==> config.mk <==
export PLATFORM = sky130hd
export DESIGN_NAME = odd_part_partition_generator_unit
export DESIGN_NICKNAME = d
export VERILOG_FILES = /design/src/opg_pkg.sv /design/src/opg_ctrl.sv /design/src/opg_dp.sv /design/src/odd_part_partition_generator_unit.sv
export VERILOG_INCLUDE_DIRS = /design/src /design/src/src
export SDC_FILE = /design/constraint.sdc
export NUM_CORES = 1
export LEC_CHECK = 0
export ABC_AREA = 1
export BUFFER_PORTS_ARGS = -buffer_cell sky130_fd_sc_hd__buf_2
export CAP_MARGIN = 20
export CORE_MARGIN = 5
export CORE_UTILIZATION = 28
export DETAILED_ROUTE_END_ITERATION = 12
export HOLD_SLACK_MARGIN = 0.05
export PLACE_DENSITY = 0.42
export SYNTH_ARGS = -nofsm -noshare
export SYNTH_HDL_FRONTEND = slang
export SYNTH_SLANG_ARGS = --single-unit
==> constraint.sdc <==
create_clock -name i_clk -period 13.6 [get_ports i_clk]
set_clock_uncertainty 0.2 [all_clocks]
set_input_delay 2.04 -clock i_clk [delete_from_list [all_inputs] [get_ports i_clk]]
set_output_delay 2.04 -clock i_clk [all_outputs]
set_load 0.02 [all_outputs]
==> src/odd_part_partition_generator_unit_macros.svh <==
// Assertion helpers for the odd-part partition generator.
// The checks are compiled out for synthesis.
`ifndef ODD_PART_PARTITION_GENERATOR_UNIT_MACROS_SVH
`define ODD_PART_PARTITION_GENERATOR_UNIT_MACROS_SVH

`ifndef SYNTHESIS

// Check a property on the rising clock edge, masked while reset is active.
`define OPG_ASSERT(lbl, clk, rst_n, prop) \
    lbl: assert property (@(posedge clk) disable iff (!rst_n) (prop)) \
        else $error("assertion failed");

// Check that an antecedent implies a consequent in the next cycle.
`define OPG_ASSERT_NEXT(lbl, clk, rst_n, ante, cons) \
    lbl: assert property (@(posedge clk) disable iff (!rst_n) (ante) |=> (cons)) \
        else $error("assertion failed");

`else

`define OPG_ASSERT(lbl, clk, rst_n, prop)
`define OPG_ASSERT_NEXT(lbl, clk, rst_n, ante, cons)

`endif

`endif

==> src/opg_pkg.sv <==
`default_nettype none
package opg_pkg;

    // Sizes
    localparam int MAX_N  = 32;
    localparam int PART_W = 6;
    localparam int IDX_W  = $clog2(MAX_N);
    localparam int REM_W  = 6;

    // Largest value a start may load: MAX_N, capped to what a part holds
    localparam int LIM_N = (MAX_N < 63) ? MAX_N : 63;

    localparam logic [IDX_W-1:0]  LAST_IDX  = IDX_W'(MAX_N - 1);
    localparam logic [PART_W-1:0] START_LIM = PART_W'(LIM_N);

    // Input kind codes
    localparam logic KIND_START = 1'b0;
    localparam logic KIND_NEXT  = 1'b1;

    // Controller states
    typedef enum logic [4:0] {
        S_IDLE  = 5'b00001,
        S_STRIP = 5'b00010,
        S_FILL  = 5'b00100,
        S_EMIT  = 5'b01000,
        S_DONE  = 5'b10000
    } t_state;

    // Commands from controller to datapath
    typedef struct packed {
        logic accept;      // input transaction taken
        logic load_start;  // load a nonzero start value
        logic start_zero;  // start with zero: nothing loaded
        logic adv_init;    // begin stepping from the current partition
        logic strip;       // one strip step at k
        logic fill;        // one refill step after k
        logic exhaust;     // sequence ran out
        logic emit_part;   // load output with part i
        logic emit_done;   // load output with the done result
        logic rd_emit;     // part store read address is i, not k
    } t_cmd;

    // Status from datapath to controller
    typedef struct packed {
        logic exhausted;
        logic pk_one;      // part at k is one
        logic k_zero;      // k at the first part
        logic fill_more;   // remainder still above the refill part
        logic top_even;    // new last index is even (odd part count)
        logic emit_last;   // i is the last part
        logic out_free;    // output register can take a result
    } t_sts;

endpackage
`default_nettype wire

==> src/opg_ctrl.sv <==
`default_nettype none
module opg_ctrl
    import opg_pkg::*;
(
    input  wire logic i_clk,
    input  wire logic i_rst_n,
    input  wire logic i_in_valid,
    input  wire logic i_kind,
    input  wire logic i_value_zero,
    input  wire t_sts i_sts,
    output logic      o_in_ready,
    output t_cmd      o_cmd
);

    t_state r_state;
    t_state n_state;

    // State register
    always_ff @(posedge i_clk) begin
        if (!i_rst_n) begin
            r_state <= S_IDLE;
        end else begin
            r_state <= n_state;
        end
    end

    assign o_in_ready = (r_state == S_IDLE);

    // Next state and commands
    always_comb begin
        n_state = r_state;
        o_cmd   = '0;
        case (r_state)
            S_IDLE: begin
                if (i_in_valid) begin
                    o_cmd.accept = 1'b1;
                    if (i_kind == KIND_START) begin
                        if (i_value_zero) begin
                            o_cmd.start_zero = 1'b1;
                            n_state          = S_DONE;
                        end else begin
                            o_cmd.load_start = 1'b1;
                            n_state          = S_EMIT;
                        end
                    end else if (i_sts.exhausted) begin
                        n_state = S_DONE;
                    end else begin
                        o_cmd.adv_init = 1'b1;
                        n_state        = S_STRIP;
                    end
                end
            end
            S_STRIP: begin
                // all parts are ones: no next partition
                if (i_sts.pk_one && i_sts.k_zero) begin
                    o_cmd.exhaust = 1'b1;
                    n_state       = S_DONE;
                end else begin
                    o_cmd.strip = 1'b1;
                    if (!i_sts.pk_one) begin
                        n_state = S_FILL;
                    end
                end
            end
            S_FILL: begin
                o_cmd.fill = 1'b1;
                if (!i_sts.fill_more) begin
                    // even-length partitions are skipped
                    n_state = i_sts.top_even ? S_EMIT : S_STRIP;
                end
            end
            S_EMIT: begin
                o_cmd.rd_emit = 1'b1;
                if (i_sts.out_free) begin
                    o_cmd.emit_part = 1'b1;
                    if (i_sts.emit_last) begin
                        n_state = S_IDLE;
                    end
                end
            end
            S_DONE: begin
                if (i_sts.out_free) begin
                    o_cmd.emit_done = 1'b1;
                    n_state         = S_IDLE;
                end
            end
            default: begin
                n_state = S_IDLE;
            end
        endcase
    end

endmodule
`default_nettype wire

==> src/opg_dp.sv <==
`default_nettype none
module opg_dp
    import opg_pkg::*;
(
    input  wire logic              i_clk,
    input  wire logic              i_rst_n,
    input  wire t_cmd              i_cmd,
    input  wire logic [PART_W-1:0] i_value,
    input  wire logic              i_out_ready,
    output t_sts                   o_sts,
    output logic                   o_out_valid,
    output logic [PART_W-1:0]      o_part,
    output logic [IDX_W-1:0]       o_part_index,
    output logic                   o_last,
    output logic                   o_done
);

    // Partition store, one write and one read address per cycle
    logic [PART_W-1:0] r_parts [MAX_N];

    logic [IDX_W-1:0]  r_k, n_k;
    logic [IDX_W-1:0]  r_i, n_i;
    logic [IDX_W-1:0]  r_top, n_top;
    logic [REM_W-1:0]  r_rem, n_rem;
    logic [PART_W-1:0] r_p, n_p;
    logic              r_exh, n_exh;
    logic              r_ov, n_ov;

    logic [PART_W-1:0] r_opart;
    logic [IDX_W-1:0]  r_oidx;
    logic              r_olast;
    logic              r_odone;

    logic [IDX_W-1:0]  rd_addr;
    logic [PART_W-1:0] rd_data;
    logic              k_last;
    logic [IDX_W-1:0]  new_top;
    logic [PART_W-1:0] start_val;
    logic              we;
    logic [IDX_W-1:0]  waddr;
    logic [PART_W-1:0] wdata;

    // Store read
    assign rd_addr = i_cmd.rd_emit ? r_i : r_k;
    assign rd_data = r_parts[rd_addr];

    assign k_last    = (r_k == LAST_IDX);
    assign new_top   = k_last ? r_k : (r_k + 1'b1);
    assign start_val = (i_value > START_LIM) ? START_LIM : i_value;

    // Status
    assign o_sts.exhausted = r_exh;
    assign o_sts.pk_one    = (rd_data == PART_W'(1));
    assign o_sts.k_zero    = (r_k == '0);
    assign o_sts.fill_more = (r_rem > REM_W'(r_p)) && !k_last;
    assign o_sts.top_even  = ~new_top[0];
    assign o_sts.emit_last = (r_i == r_top);
    assign o_sts.out_free  = !r_ov || i_out_ready;

    // Store write select
    always_comb begin
        we    = 1'b0;
        waddr = r_k;
        wdata = rd_data - 1'b1;
        if (i_cmd.load_start) begin
            we    = 1'b1;
            waddr = '0;
            wdata = start_val;
        end else if (i_cmd.strip && !o_sts.pk_one) begin
            we = 1'b1;
        end else if (i_cmd.fill && !k_last) begin
            we    = 1'b1;
            waddr = r_k + 1'b1;
            wdata = o_sts.fill_more ? r_p : PART_W'(r_rem);
        end
    end

    always_ff @(posedge i_clk) begin
        if (we) begin
            r_parts[waddr] <= wdata;
        end
    end

    // Stepping and output control
    always_comb begin
        n_k   = r_k;
        n_i   = r_i;
        n_top = r_top;
        n_rem = r_rem;
        n_p   = r_p;
        n_exh = r_exh;
        n_ov  = r_ov;
        if (i_cmd.accept) begin
            n_i = '0;
        end
        if (i_cmd.load_start) begin
            n_top = '0;
            n_exh = 1'b0;
        end
        if (i_cmd.start_zero || i_cmd.exhaust) begin
            n_top = '0;
            n_exh = 1'b1;
        end
        if (i_cmd.adv_init) begin
            n_k   = r_top;
            n_rem = '0;
        end
        if (i_cmd.strip) begin
            n_rem = r_rem + 1'b1;
            if (o_sts.pk_one) begin
                n_k = r_k - 1'b1;
            end else begin
                n_p = rd_data - 1'b1;
            end
        end
        if (i_cmd.fill) begin
            if (o_sts.fill_more) begin
                n_rem = r_rem - REM_W'(r_p);
                n_k   = r_k + 1'b1;
            end else begin
                n_top = new_top;
                n_k   = new_top;
                n_rem = '0;
                n_i   = '0;
            end
        end
        if (i_cmd.emit_part) begin
            n_i = r_i + 1'b1;
        end
        if (i_cmd.emit_part || i_cmd.emit_done) begin
            n_ov = 1'b1;
        end else if (i_out_ready) begin
            n_ov = 1'b0;
        end
    end

    always_ff @(posedge i_clk) begin
        if (!i_rst_n) begin
            r_k   <= '0;
            r_i   <= '0;
            r_top <= '0;
            r_rem <= '0;
            r_p   <= '0;
            r_exh <= 1'b1;
            r_ov  <= 1'b0;
        end else begin
            r_k   <= n_k;
            r_i   <= n_i;
            r_top <= n_top;
            r_rem <= n_rem;
            r_p   <= n_p;
            r_exh <= n_exh;
            r_ov  <= n_ov;
        end
    end

    // Output payload
    always_ff @(posedge i_clk) begin
        if (i_cmd.emit_part) begin
            r_opart <= rd_data;
            r_oidx  <= r_i;
            r_olast <= o_sts.emit_last;
            r_odone <= 1'b0;
        end else if (i_cmd.emit_done) begin
            r_opart <= '0;
            r_oidx  <= '0;
            r_olast <= 1'b1;
            r_odone <= 1'b1;
        end
    end

    assign o_out_valid  = r_ov;
    assign o_part       = r_opart;
    assign o_part_index = r_oidx;
    assign o_last       = r_olast;
    assign o_done       = r_odone;

endmodule
`default_nettype wire

==> src/odd_part_partition_generator_unit.sv <==
// Odd-length integer partition generator.
// Input stream: tuser[0] is the kind (start or next), tdata[5:0] the value n.
// A start loads n (saturated to 32) and returns the one-part partition n;
// a start with zero returns the done result. A next item steps through the
// partitions in reverse lexicographic order, skipping those with an even
// part count, and returns the next one as a run of parts, largest first,
// tlast on the final part. With nothing left it returns one done result.
// One input transaction is taken at a time; tready is high only when idle.
// Sequencing: after a start, or a next item with nothing loaded, the first
// result is loaded into the output register from the emit or done state.
// After a next item the sequencer strips each trailing one, lowers the last
// part above one, and runs the refill steps (each copy, then one closing
// step for the leftover), repeated over every skipped partition; the first
// part is loaded into the output register after the last step. Running out
// strips the trailing ones down to the first part, then the done result follows.
// Parts leave at one per cycle while the receiver takes them.
// Reset empties the generator: a next item before any start returns done.
// A stall on the output holds the current result in the output register
// and the sequencer waits; no result is lost or repeated.
`default_nettype none
`include "odd_part_partition_generator_unit_macros.svh"
module odd_part_partition_generator_unit
    import opg_pkg::*;
(
    input  wire logic        i_clk,
    input  wire logic        i_rst_n,
    input  wire logic        s_axis_tvalid,
    output logic             s_axis_tready,
    input  wire logic [7:0]  s_axis_tdata,   // [5:0] value
    input  wire logic [0:0]  s_axis_tuser,   // [0] kind
    output logic             m_axis_tvalid,
    input  wire logic        m_axis_tready,
    output logic [15:0]      m_axis_tdata,   // [5:0] part, [10:6] part_index
    output logic             m_axis_tlast,
    output logic [0:0]       m_axis_tuser    // [0] done_res
);

    t_cmd              cmd;
    t_sts              sts;
    logic [PART_W-1:0] value;
    logic [PART_W-1:0] part;
    logic [IDX_W-1:0]  part_index;
    logic              done;

    assign value = s_axis_tdata[PART_W-1:0];

    opg_ctrl u_ctrl (
        .i_clk        (i_clk),
        .i_rst_n      (i_rst_n),
        .i_in_valid   (s_axis_tvalid),
        .i_kind       (s_axis_tuser[0]),
        .i_value_zero (value == '0),
        .i_sts        (sts),
        .o_in_ready   (s_axis_tready),
        .o_cmd        (cmd)
    );

    opg_dp u_dp (
        .i_clk        (i_clk),
        .i_rst_n      (i_rst_n),
        .i_cmd        (cmd),
        .i_value      (value),
        .i_out_ready  (m_axis_tready),
        .o_sts        (sts),
        .o_out_valid  (m_axis_tvalid),
        .o_part       (part),
        .o_part_index (part_index),
        .o_last       (m_axis_tlast),
        .o_done       (done)
    );

    assign m_axis_tdata = {5'b0, part_index, part};
    assign m_axis_tuser = done;

    // Done result carries tlast and zero payload
    `OPG_ASSERT(a_done_shape, i_clk, i_rst_n,
        !(m_axis_tvalid && m_axis_tuser[0]) || (m_axis_tlast && (m_axis_tdata == 16'd0)))
    // A part of a partition is never zero
    `OPG_ASSERT(a_part_nonzero, i_clk, i_rst_n,
        !(m_axis_tvalid && !m_axis_tuser[0]) || (m_axis_tdata[5:0] != 6'd0))
    // No stepping while an input transaction can be taken
    `OPG_ASSERT(a_idle_no_step, i_clk, i_rst_n,
        !s_axis_tready || !(cmd.strip || cmd.fill || cmd.emit_part))
    // A nonzero start leaves a partition loaded
    `OPG_ASSERT_NEXT(a_start_loads, i_clk, i_rst_n, cmd.load_start, !sts.exhausted)

endmodule
`default_nettype wire

; Yosys cells after proc, flatten, opt, wreduce, memory -nomap -nowiden
; Memory sizes are Yosys's and may differ from the RTL's.
; Cells that the tools add are included.
[totals]
regBits = 47
mem_bits_rw = 192
word_cells = 123
memories = 1
[mem_list]
columns = memory, words, width, rd, rd_ports_with_merged_regs, write_ports, line_no
row1 = u_dp.r_parts, 32, 6, 1, 0, 1, opg_dp.sv:19  ; logic [PART_W-1:0] r_parts [MAX_N];
[op_classes]
addsub = 6
order_cmp = 2
n_eq_ne = 14
n_mux = 68
bitwise = 2
reduce_logical = 18
[ops]
columns = cell, count
row1 = $mux W5, 30
row2 = $mux W6, 11
row3 = $pmux W5 S5, 1
row4 = $mux W1, 22
row5 = $mux W4, 3
row6 = $add A5 B1 Y5 const B, 2
row7 = $eq A5 B5 Y1 const B, 2
row8 = $ne A2 B2 Y1 const B, 5
row9 = $add A6 B1 Y6 const B, 1
row10 = $eq A6 B1 Y1 const B, 1
row11 = $gt A6 B6 Y1, 1
row12 = $gt A6 B6 Y1 const B, 1
row13 = $logic_not A6 Y1, 1
row14 = $reduce_and A6 Y1, 1
row15 = $sub A6 B1 Y6 const B, 1
row16 = $sub A6 B6 Y6, 1
row17 = $eq A5 B1 Y1 const B, 1
row18 = $eq A5 B2 Y1 const B, 1
row19 = $eq A5 B3 Y1 const B, 1
row20 = $eq A5 B4 Y1 const B, 1
row21 = $eq A5 B5 Y1, 1
row22 = $logic_not A5 Y1, 1
row23 = $sub A5 B1 Y5 const B, 1
row24 = $logic_and A1 B1 Y1, 4
row25 = other kinds (9), 15

; Depth between registers and ports, before layout
; Gate-level depths: netlist (run 1).
; An unclocked memory read counts as a cell.
[logic_depth]
depth_word = 13
depth_mapped = 25
mapped_depth_nobuf = 23

; By module
; Synthesis (run 1) repeated with hierarchy kept, for this count alone.
[hier_totals]
cells_unflattened = 1263
area_unflattened_um2 = 11853.9
[by_module_without_submodules]
columns = mod, n_inst, cells_per_inst, area_each_um2
row1 = opg_dp, 1, 1163, 11267.1
row2 = opg_ctrl, 1, 89, 524.3
row3 = odd_part_partition_generator_unit, 1, 11, 62.6

; Least setup slack after synthesis (run 1)
; Ideal clock, no wire load.
[synth_path]
kind = in2reg
startpoint = input s_axis_tdata[2]
endpoint = memory u_dp.r_parts[0][4], data pin
setup_ns = 0.454
arrival_time_ns = 4.381
required_time_ns = 12.946
path_slack_ns = 8.565
cell_stages = 9
path_buffers = 1
path_cell_list = nor3_1 > and3_1 > inv_1 > o21ai_0 > nor2_1 > nand2_1 > clkbuf_1 > o21ai_0 > o21ai_0
[synth_via]
elab_chain_len = 6
word_cells_on_any_way = 8
[synth_rtl]
columns = item, line_no
row1 = from (decl), odd_part_partition_generator_unit.sv:29  ; input wire logic [7:0] s_axis_tdata,
row2 = $logic_not A6 Y1, odd_part_partition_generator_unit.sv:52  ; .i_value_zero (value == '0),
row3 = $mux W1, opg_ctrl.sv:38  ; if (i_value_zero) begin
row4 = $mux W2, opg_ctrl.sv:37  ; if (i_kind == KIND_START) begin
row5 = $mux W4, opg_ctrl.sv:35  ; if (i_in_valid) begin
row6 = $mux W4, opg_ctrl.sv:33  ; case (r_state)
row7 = $mux W6 (*), opg_dp.sv:65  ; if (i_cmd.load_start) begin
row8 = via u_dp.wdata[4], opg_dp.sv:41  ; logic [PART_W-1:0] wdata;
row9 = to (decl), opg_dp.sv:19
; Mark *: on every way through the listed nets, which the timed path passes. The rest lies on a longest branch.

; Final worst setup path (run 1)
[layout_path]
startpoint = register u_ctrl.r_state[3]
endpoint = memory u_dp.r_parts[30][4] (enable)
[layout_via]
elab_chain_len = 13
word_cells_on_any_way = 24
[layout_rtl]
columns = item, line_no
row1 = from (decl), opg_ctrl.sv:15  ; t_state r_state;
row2 = from (signal assigned), opg_ctrl.sv:23  ; r_state <= n_state;
row3 = $eq A5 B4 Y1, opg_ctrl.sv:33
row4 = $mux W1, opg_ctrl.sv:33
row5 = $mux W5, opg_dp.sv:44  ; assign rd_addr = i_cmd.rd_emit ? r_i : r_k;
row6 = $mem_v2 Z32 W6, n/a
row7 = $eq A6 B1 Y1, opg_dp.sv:53  ; assign o_sts.pk_one = (rd_data == PART_W'(1));
row8 = $logic_and A1 B1 Y1, opg_ctrl.sv:55  ; if (i_sts.pk_one && i_sts.k_zero) begin
row9 = $mux W1, opg_ctrl.sv:55
row10 = $mux W1, opg_ctrl.sv:33
row11 = $logic_and A1 B1 Y1, opg_dp.sv:69  ; end else if (i_cmd.strip && !o_sts.pk_one) begin
row12 = $mux W1, opg_dp.sv:69
row13 = $mux W1, opg_dp.sv:65
row14 = $mux W1, opg_dp.sv:79  ; if (we) begin
row15 = $mux W1 (implied by the code), opg_dp.sv:80  ; r_parts[waddr] <= wdata;
; Several ways; a longest one is shown, not always the timed one.

==> results of run 1 <==
[final cells by class]
cell class / count / share of cell area [%]
multi-input cells: 802 / 29.4
clock inverters: 14 / 1.07
well taps: 539 / 5.05
inverters: 202 / 5.68
flip-flops and latches: 239 / 51.1
repair buffers: 39 / 1.70
clock buffers: 39 / 5.95
[power breakdown]
| part | switching, mW | leakage [nW] | internal (mW) | total (mW) |
|---|---|---|---|---|
| logic | 0.393 | 2.90 | 0.118 | 0.510 |
| registers | 0.0141 | 2.13 | 0.947 | 0.961 |
| clock network | 0.313 | 0.458 | 0.448 | 0.761 |
[registers in the layout (all words and copies together) (netlist names)]
name and cells:
u_dp.r_parts 192, u_dp.o_part 6, u_dp.r_p 6, u_dp.r_rem 6
u_ctrl.r_state 5, u_dp.o_part_index 5, u_dp.r_i 5, u_dp.r_k 5
u_dp.r_top 5, u_dp.o_done 1, u_dp.o_last 1, u_dp.o_out_valid 1
u_dp.r_exh 1
[metrics by stage]
step | hold WS (ns) | area, sq um
global route | 0.271 | 13400
global placement | 0.231 | 12400
detailed placement | 0.233 | 12400
finish | 0.242 | 13400
floorplan | 0.219 | 11800
CTS | 0.246 | 13400
[layout by cell type (no fill, tap or decap), types with 8 or more instances in the layout]
| cell | netlist | layout |
|---|---|---|
| sky130_fd_sc_hd__a21oi_1 | 23 | 23 |
| sky130_fd_sc_hd__buf_2 | 15 | 26 |
| sky130_fd_sc_hd__buf_4 | 12 | 13 |
| sky130_fd_sc_hd__clkbuf_1 | 21 | 8 |
| sky130_fd_sc_hd__clkbuf_16 | 0 | 30 |
| sky130_fd_sc_hd__dfxtp_1 | 35 | 35 |
| sky130_fd_sc_hd__edfxtp_1 | 204 | 204 |
| sky130_fd_sc_hd__ha_1 | 14 | 14 |
| sky130_fd_sc_hd__inv_1 | 194 | 194 |
| sky130_fd_sc_hd__nand2_1 | 313 | 312 |
| sky130_fd_sc_hd__nand3_1 | 193 | 193 |
| sky130_fd_sc_hd__nand4_1 | 16 | 16 |
| sky130_fd_sc_hd__nor2_1 | 102 | 102 |
| sky130_fd_sc_hd__o21ai_0 | 44 | 43 |
| sky130_fd_sc_hd__xor2_1 | 12 | 12 |
[how the worst min path moves through the flow]
stage / from / end / slack, ns / cells past startpoint
6_report: u_dp.r_exh / u_dp.r_exh / 0.24 / 1
5_1_grt: u_dp.o_done / u_dp.o_done / 0.27 / 2
3_3_place_gp: u_dp.r_exh / u_dp.r_exh / 0.23 / 1
4_1_cts: u_dp.r_exh / u_dp.r_exh / 0.25 / 1
3_5_place_dp: u_dp.r_exh / u_dp.r_exh / 0.23 / 1
2_1_floorplan: u_dp.r_exh / u_dp.r_exh / 0.22 / 1
[cells by family after synthesis]
kind of cell	after synthesis
AOI/OAI and AO/OA	110
xor gates and xnor gates	12
adders and majority gates	15
buffers and inverters	259
DFF	239
other	1
and+or+nand+nor	660
[routing by layer]
| metal | part of all wire, % | track usage [%] |
|---|---|---|
| met3 | 3.5 | 1.82 |
| met2 | 47 | 22.1 |
| met1 | 48 | 18.7 |
| met5 | 0 | 0 |
| met4 | 2.2 | 3.65 |
==> impl_metrics.toml, run 1 <==
[status]
status = "finished clean"

[yosys]
synth_warnings = 0
synthMostInstantiatedCell = "sky130_fd_sc_hd__nand2_1"
synth_edf_count = 204
ys.flop_type = "sky130_fd_sc_hd__edfxtp_1"
synth.largest_area_cell = "sky130_fd_sc_hd__edfxtp_1"
netlist_instances = 1296
post_synth_xor_area_fraction_pct = 0.891
netlist_cell_types = 42
post_synth_mux_area_share_pct = 0
synthesized_flop_and_latch_total = 239
syn-mean-instance-area_sq_um = 9.10
largest_family_of_logic_cells_by_synthesized_area = "simple AND/OR/NAND/NOR gates"
synth-simple-area-share_pct = 24.7
synth_commonest_cells = "sky130_fd_sc_hd__nand2_1, sky130_fd_sc_hd__edfxtp_1, sky130_fd_sc_hd__inv_1"
yosys-top-cells-area = "sky130_fd_sc_hd__edfxtp_1, sky130_fd_sc_hd__nand2_1, sky130_fd_sc_hd__nand3_1"
post_synth_fa_ha_maj_area_fraction_pct = 1.65
async_flop_share_pct = 0
syn-cell-area_sq_um = 11800
seq_total_area_yosys_pct = 57.9
synth_largest_type_area_fraction_pct = 51.9
synth_compound_gate_area_share_pct = 5.55

[critical_path]
timing.critical_path.depth = 20
cp_bufs_invs = 2
cpLargestDelayFamily = "simple AND/OR/NAND/NOR gates"
critical_path.slowest_cell = "sky130_fd_sc_hd__buf_4"
crit_path_max_fanout = 70
cp-end-kind = "flop"
r2r_setup_slack_ns = 7.79
critical_path.endpoint = "u_dp.r_parts[30][4]"
cp.arrival_ns = 5.82
worstSetupStartpoint = "u_ctrl.r_state[3]"
timing.rr.end = "u_dp.r_parts[30][4]"
worst-setup-path-type = "reg -> reg"
cell_breakdown_of_the_critical_path = "inv_2 > nor2_4 > nand4_1 > nand2_4 > buf_4 > nand2_1 > nand2_1 > nand2_1 > o21ai_0 > nand2_1 > nand2_1 > nand2_1 > nand3_1 > nand2_1 > ha_1 > nand3_2 > o21ai_2 > nand3_1 > nand3_1 > nor2_1"
critical_path.reg2reg.startpoint = "u_ctrl.r_state[3]"
critPathMostFrequentCell = "sky130_fd_sc_hd__nand2_1"
crit_required_ns = 13.61
setup.worst_path.start_class = "flop"
crit_path_max_incr_delay_ns = 0.71
worstRegToRegCells = 20

[placed_design]
place_inst = 1820
globalplace.congestion = 0.802
port-buffer-count = 25
placement.setup.worst_slack_ns = 7.61
place_hpwl_mm = 20.0

[die]
floorplan.die_area_sq_um = 46300
initial_core_util_pct = 28.2
top_level_ports = 33
core_sq_um = 41900
row_count = 75
die_w_um = 215
dieHeight_um = 215

[sta]
grt_setup_unrepaired = "no"
period_needed_ns = 5.81
setup_viol = 0
worst_slew_margin_rel_pct = 33.5
final_hold_viol_count = 0
totalNegativeSetupSlack_ns = 0
final_min_period_over_clock_period_pct = 42.8
timing_worst_slew_pin_value_ns = 0.992
layout_setup_ws_ns = 7.79
finalMaxSlewViolations = 0
fmax_mhz = 172

[routing]
drc = 0
initialDrtViolationCount = 605
postRouteAntennaNets = 0
wl_mm = 31.6
post_drt_wl_per_cell_um = 16.9
routed-via-count = 8523
drt_pre_antenna_iters = 6
detail_route.vias_per_cell = 4.55

[clocking]
postCtsSetupBuffers = 0
ctsLongestPathBuffers = 3
tritoncts_clock_tree = "yes"
post_cts_resized = 0
worstSkewPairLatency_ns = 0.58
cts_inserted_buffers = 30
cts_hold_buf = 0
cts-htree-levels = 1
clock_sinks = 239
clock_transition_at_the_registers_of_the_reported_paths_ns = 0.06
cts.root.buffer_cell = "sky130_fd_sc_hd__clkbuf_16"

[hold_path]
hold_path_class = "reg -> reg"

[power_and_ir_drop]
p_leak_nw = 5.48
peakVddDrop_uv = 150
p_per_area_nw_per_um2 = 167
fin_total_pwr_mw = 2.23

[finish]
final_util_pct = 31.9
seq_area_sq_um = 6830
drive_gt1_share_pct = 9.14
antenna_cells = 0
multi_input_area_sq_um = 3930
layout.cells.non_filler = 1874
fillerInstances = 4326
finish.net_count = 1342
area_delta_synth_final_pct = 13.2

[global_route]
grt.overflow.total = 0
grt_start_max_net_pins = 71
via_count_of_the_first_global_routing_pass = 8348
globalRouteTotalUtil_pct = 13.4
grt_first_pass_wirelength_mm = 49.2
grt_antenna_before_repair = 0

[run]
max-cap-violations = 0
(Power assumes the default switching activity.)
==> run 2: changes to the inputs <==
clock period = 6.05 ns   (was 13.6 ns; I/O delays follow)
==> run 2 against run 1 <==
Routed wire length rose by 1.1%; cell area rose by 0.66%; sequential power rose by 120%; final cell count rose by 0.85%; core utilization rose by 0.21 points; fmax rose by 15%; die area did not move; via count rose by 2.4%; non-clock buffer count rose by 18; first-iteration DRC count rose by 9.3%; register-to-register slack got worse by 6.8 ns.
==> impl_metrics.toml, run 2 (synthesis gave the netlist of run 1 again) <==
[critical_path]
cp-end-kind = "flop"
worstRegToRegCells = 18
critical_path.endpoint = "u_dp.r_parts[2][5]"
r2r_setup_slack_ns = 1.0
setup.worst_path.start_class = "flop"
crit_path_max_fanout = 20
crit_required_ns = 6.02
timing.rr.end = "u_dp.r_parts[2][5]"
worstSetupStartpoint = "u_ctrl.r_state[3]"
critical_path.reg2reg.startpoint = "u_ctrl.r_state[3]"
worst-setup-path-type = "reg -> reg"
cp.arrival_ns = 5.03

[global_route]
grt_first_pass_wirelength_mm = 49.8
grt_start_max_net_pins = 72
globalRouteTotalUtil_pct = 13.6
via_count_of_the_first_global_routing_pass = 8294
grt.busiest_layer = "met2"
grt.overflow.total = 0
routing_usage_on_met1_pct = 19.2
global_route_met2_utilization_pct = 21.8
globalRouteMet3Util_pct = 2.38
grt_antenna_before_repair = 0

[die]
dieHeight_um = 215
initial_core_util_pct = 28.2
floorplan.die_area_sq_um = 46300
row_count = 75
die_w_um = 215
top_level_ports = 33
core_sq_um = 41900

[status]
status = "finished clean"

[clocking]
cts_inserted_buffers = 29
cts_hold_buf = 0
postCtsSetupBuffers = 0
worstSkewPairLatency_ns = 0.55
ctsLongestPathBuffers = 3
cts.root.buffer_cell = "sky130_fd_sc_hd__clkbuf_16"
clock_sinks = 239
clock_transition_at_the_registers_of_the_reported_paths_ns = 0.06
tritoncts_clock_tree = "yes"
post_cts_resized = 0
cts-htree-levels = 1

[run]
max-cap-violations = 0

[routing]
routed-via-count = 8726
wl_mm = 32.0
drt_pre_antenna_iters = 5
detail_route.vias_per_cell = 4.62
initialDrtViolationCount = 661
postRouteAntennaNets = 0
drc = 0
post_drt_wl_per_cell_um = 16.9

[placed_design]
placed_cell_area_sq_um = 12600
placement.setup.worst_slack_ns = 0.930
port-buffer-count = 25
place_hpwl_mm = 21.4
globalplace.congestion = 0.818

[sta]
grt_setup_unrepaired = "no"
fmax_mhz = 198
layout_setup_ws_ns = 0.996
totalNegativeSetupSlack_ns = 0
worst_slew_margin_rel_pct = 35.7
setup_viol = 0
period_needed_ns = 5.05
timing_worst_slew_pin_value_ns = 0.958
final_min_period_over_clock_period_pct = 83.5
fin_hold_ws_ns = 0.242
final_hold_viol_count = 0
finalMaxSlewViolations = 0

[finish]
finish.net_count = 1359
design_area_sq_um = 13400
mostFrequentLayoutCell = "sky130_fd_sc_hd__nand2_1"
layout.cells.most_common_list = "sky130_fd_sc_hd__nand2_1, sky130_fd_sc_hd__edfxtp_1, sky130_fd_sc_hd__inv_1, sky130_fd_sc_hd__nand3_1, sky130_fd_sc_hd__nor2_1"
largest-register = "u_dp.r_parts"
antenna_cells = 0
area_delta_synth_final_pct = 14.0
drive_gt1_share_pct = 10.5
largest_register_ffs = 192

[hold_path]
hold_path_class = "reg -> reg"

[power_and_ir_drop]
p_leak_nw = 5.56
peakVddDrop_uv = 201
p_per_area_nw_per_um2 = 369
[run 2: cell types whose count changed in the layout (fill, tap and decap cells not counted), sizes merged]
cell / change
clkinv: +6
clkbuf: -9
buf: +18
clkinvlp: +1
[run 2: power breakdown]
part | internal (mW) | switching, mW
clock network | 0.948 | 0.677
logic | 0.286 | 0.890
registers | 2.13 | 0.0312
[run 2: final cells by class]
class / instances / area, sq um
Fill cell: 4377 / 28400
Inverter: 202 / 758
Clock buffer: 30 / 729
Timing Repair Buffer: 57 / 375
Clock inverter: 21 / 148
Multi-Input combinational cell: 802 / 3930
Tap cell: 539 / 674
Sequential cell: 239 / 6830
[run 2: per-stage QoR]
step           util [%]  total power, mW  cells
3_5_place_dp       30.0             3.40   1838
3_3_place_gp       30.0             3.39   1838
5_1_grt            32.1             5.23   1890
2_1_floorplan         -             2.92   1300
6_report           32.1             4.96   1890
4_1_cts            32.1             5.05   1889
[run 2: critical path, cell delays in order, from the launching register on]
cell	delay [ns]
sky130_fd_sc_hd__dfxtp_1	0.36
sky130_fd_sc_hd__inv_2	0.06
sky130_fd_sc_hd__nor2_4	0.12
sky130_fd_sc_hd__nand3_4	0.25
sky130_fd_sc_hd__o21ai_4	0.72
sky130_fd_sc_hd__buf_4	0.33
sky130_fd_sc_hd__o21ai_1	0.09
sky130_fd_sc_hd__inv_1	0.07
sky130_fd_sc_hd__o21ai_0	0.07
sky130_fd_sc_hd__nand3_1	0.09
sky130_fd_sc_hd__nand3_1	0.09
sky130_fd_sc_hd__nand3_1	0.12
sky130_fd_sc_hd__nand2_1	0.22
sky130_fd_sc_hd__ha_1	0.29
sky130_fd_sc_hd__nand3_2	0.09
sky130_fd_sc_hd__o21ai_2	0.18
sky130_fd_sc_hd__nand3_1	0.18
sky130_fd_sc_hd__nand3_1	0.36
sky130_fd_sc_hd__nor2_1	0.73
[run 2: routing by layer]
metal / vias to the layer above / wire [um]
met2: 157 / 14500
met5: - / 0
met4: 0 / 900
li1: 4348 / -
met1: 4165 / 15000
met3: 56 / 1570
[run 2: how the worst min path moves through the flow]
stage | startpoint | cells after the start | end | slack (ns)
2_1_floorplan | u_dp.r_exh | 1 | u_dp.r_exh | 0.22
3_3_place_gp | u_dp.r_exh | 1 | u_dp.r_exh | 0.23
3_5_place_dp | u_dp.r_exh | 1 | u_dp.r_exh | 0.23
4_1_cts | u_dp.r_exh | 1 | u_dp.r_exh | 0.25
5_1_grt | u_dp.r_exh | 1 | u_dp.r_exh | 0.27
6_report | u_dp.r_exh | 1 | u_dp.r_exh | 0.24
==> run 3: changes to the inputs <==
clock period = 4.9 ns   (was 6.05 ns; I/O delays follow)
==> run 3 against run 2 <==
Sequential share of layout area is 1.0 points lower; worst hold slack improved by 0.0072 ns; combinational power grew 31%.
==> impl_metrics.toml, run 3 (synthesis gave the netlist of run 1 again) <==
[global_route]
grt_antenna_before_repair = 0
grt_first_pass_wirelength_mm = 50.6
via_count_of_the_first_global_routing_pass = 8496
grt_start_max_net_pins = 49
grt.overflow.total = 0
globalRouteTotalUtil_pct = 13.8
routing_usage_on_met1_pct = 19.4
global_route_met2_utilization_pct = 22.6
grt.busiest_layer = "met2"
globalRouteMet3Util_pct = 1.97

[critical_path]
cp-end-kind = "flop"
cp.arrival_ns = 4.24
crit_path_max_fanout = 20
setup.worst_path.start_class = "flop"
r2r_setup_slack_ns = 0.66
worst-setup-path-type = "reg -> reg"
crit_required_ns = 4.89

[die]
row_count = 75
top_level_ports = 33
dieHeight_um = 215
core_sq_um = 41900
die_w_um = 215
floorplan.die_area_sq_um = 46300
initial_core_util_pct = 28.2

[sta]
period_needed_ns = 4.24
final_min_period_over_clock_period_pct = 86.6
totalNegativeSetupSlack_ns = 0
fin_hold_ws_ns = 0.249
fmax_mhz = 236
grt_setup_unrepaired = "no"
setup_viol = 0
finalMaxSlewViolations = 0
final_hold_viol_count = 0
worst_slew_margin_rel_pct = 49.8
timing_worst_slew_pin_value_ns = 0.746

[finish]
drive_gt1_share_pct = 11.7
area_delta_synth_final_pct = 16.3
layout.cells.most_common_list = "sky130_fd_sc_hd__nand2_1, sky130_fd_sc_hd__edfxtp_1, sky130_fd_sc_hd__inv_1, sky130_fd_sc_hd__nand3_1, sky130_fd_sc_hd__nor2_1"
largest-register = "u_dp.r_parts"
layout.cells.non_filler = 1914
mostFrequentLayoutCell = "sky130_fd_sc_hd__nand2_1"
seq_area_sq_um = 6830
fillerInstances = 4366
largest_register_ffs = 192
antenna_cells = 0
multi_input_area_sq_um = 3930
finish.net_count = 1381
final_util_pct = 32.8

[status]
status = "finished clean"

[placed_design]
place_hpwl_mm = 21.4
place_inst = 1862
globalplace.congestion = 0.822
port-buffer-count = 25

[routing]
wl_mm = 32.4
initialDrtViolationCount = 523
drt_pre_antenna_iters = 7
detail_route.vias_per_cell = 4.53
drc = 0
routed-via-count = 8664
post_drt_wl_per_cell_um = 16.9
postRouteAntennaNets = 0

[clocking]
cts.root.buffer_cell = "sky130_fd_sc_hd__clkbuf_16"
cts_hold_buf = 0
post_cts_resized = 0
worstSkewPairLatency_ns = 0.57
clock_transition_at_the_registers_of_the_reported_paths_ns = 0.06
postCtsSetupBuffers = 0
tritoncts_clock_tree = "yes"
cts_inserted_buffers = 28
clock_sinks = 239
cts-htree-levels = 1
ctsLongestPathBuffers = 3

[power_and_ir_drop]
p_leak_nw = 5.70
p_per_area_nw_per_um2 = 462
peakVddDrop_uv = 253

[hold_path]
hold_path_class = "reg -> reg"

[run]
max-cap-violations = 0
## run 3: cell types whose count changed in the layout (fill, tap and decap cells not counted), sizes merged
cell,before,now
buf,57,80
clkbuf,30,36
clkinv,19,13
bufinv,2,4
clkinvlp,1,0
## run 3: routing by layer
layer	vias up	wire [um]
met2	140	14900
met5	-	0
li1	4382	-
met4	0	688
met3	49	1400
met1	4093	15400
## run 3: worst max-delay path, stage by stage, from the launching register on
cell	delay (ns)
sky130_fd_sc_hd__dfxtp_1	0.38
sky130_fd_sc_hd__inv_2	0.07
sky130_fd_sc_hd__nor2_4	0.12
sky130_fd_sc_hd__nand4_1	0.38
sky130_fd_sc_hd__nand2_4	0.41
sky130_fd_sc_hd__buf_4	0.28
sky130_fd_sc_hd__nor2_1	0.05
sky130_fd_sc_hd__o21ai_0	0.17
sky130_fd_sc_hd__nand2_1	0.06
sky130_fd_sc_hd__nand2_1	0.11
sky130_fd_sc_hd__nand2_1	0.07
sky130_fd_sc_hd__nand3_1	0.13
sky130_fd_sc_hd__nand2_1	0.10
sky130_fd_sc_hd__ha_1	0.22
sky130_fd_sc_hd__nand3_2	0.10
sky130_fd_sc_hd__o21ai_2	0.06
sky130_fd_sc_hd__nand3_1	0.12
sky130_fd_sc_hd__nand3_1	0.14
sky130_fd_sc_hd__buf_4	0.21
sky130_fd_sc_hd__nor2_1	0.48
## run 3: area by class of cell
class                      instances  share of cell area, %
clock buffer                      36                   5.40
clock inverter                    16                   1.33
inverter                         202                   5.53
multi-input combinational        802                   28.7
sequential                       239                   49.8
tap                              539                   4.92
timing repair buffer              80                   4.38
## run 3: path summary, 6_finish.rpt
kind                          start                  to  depth (start not counted)
hold / removal          u_dp.o_done         u_dp.o_done                          2
setup / recovery  u_ctrl.r_state[3]  u_dp.r_parts[2][2]                         19
hold reg to reg         u_dp.o_done         u_dp.o_done                          2
setup reg to reg  u_ctrl.r_state[3]  u_dp.r_parts[2][2]                         19
## run 3: power breakdown
part | leakage [nW] | switching, mW | internal, mW
Combinational | 3.13 | 1.15 | 0.396
Sequential | 2.13 | 0.0400 | 2.63
Clock | 0.451 | 0.846 | 1.27
## run 3: through the flow
stage                     total power [mW]  worst slack, ns  area, sq um
after detailed placement              4.30            0.597        12800
after floorplan                       3.60            0.636        11800
after global placement                4.28            0.573        12800
final                                 6.33            0.656        13700
after CTS                             6.44            0.578        13700
after global routing                  6.67            0.263        13700
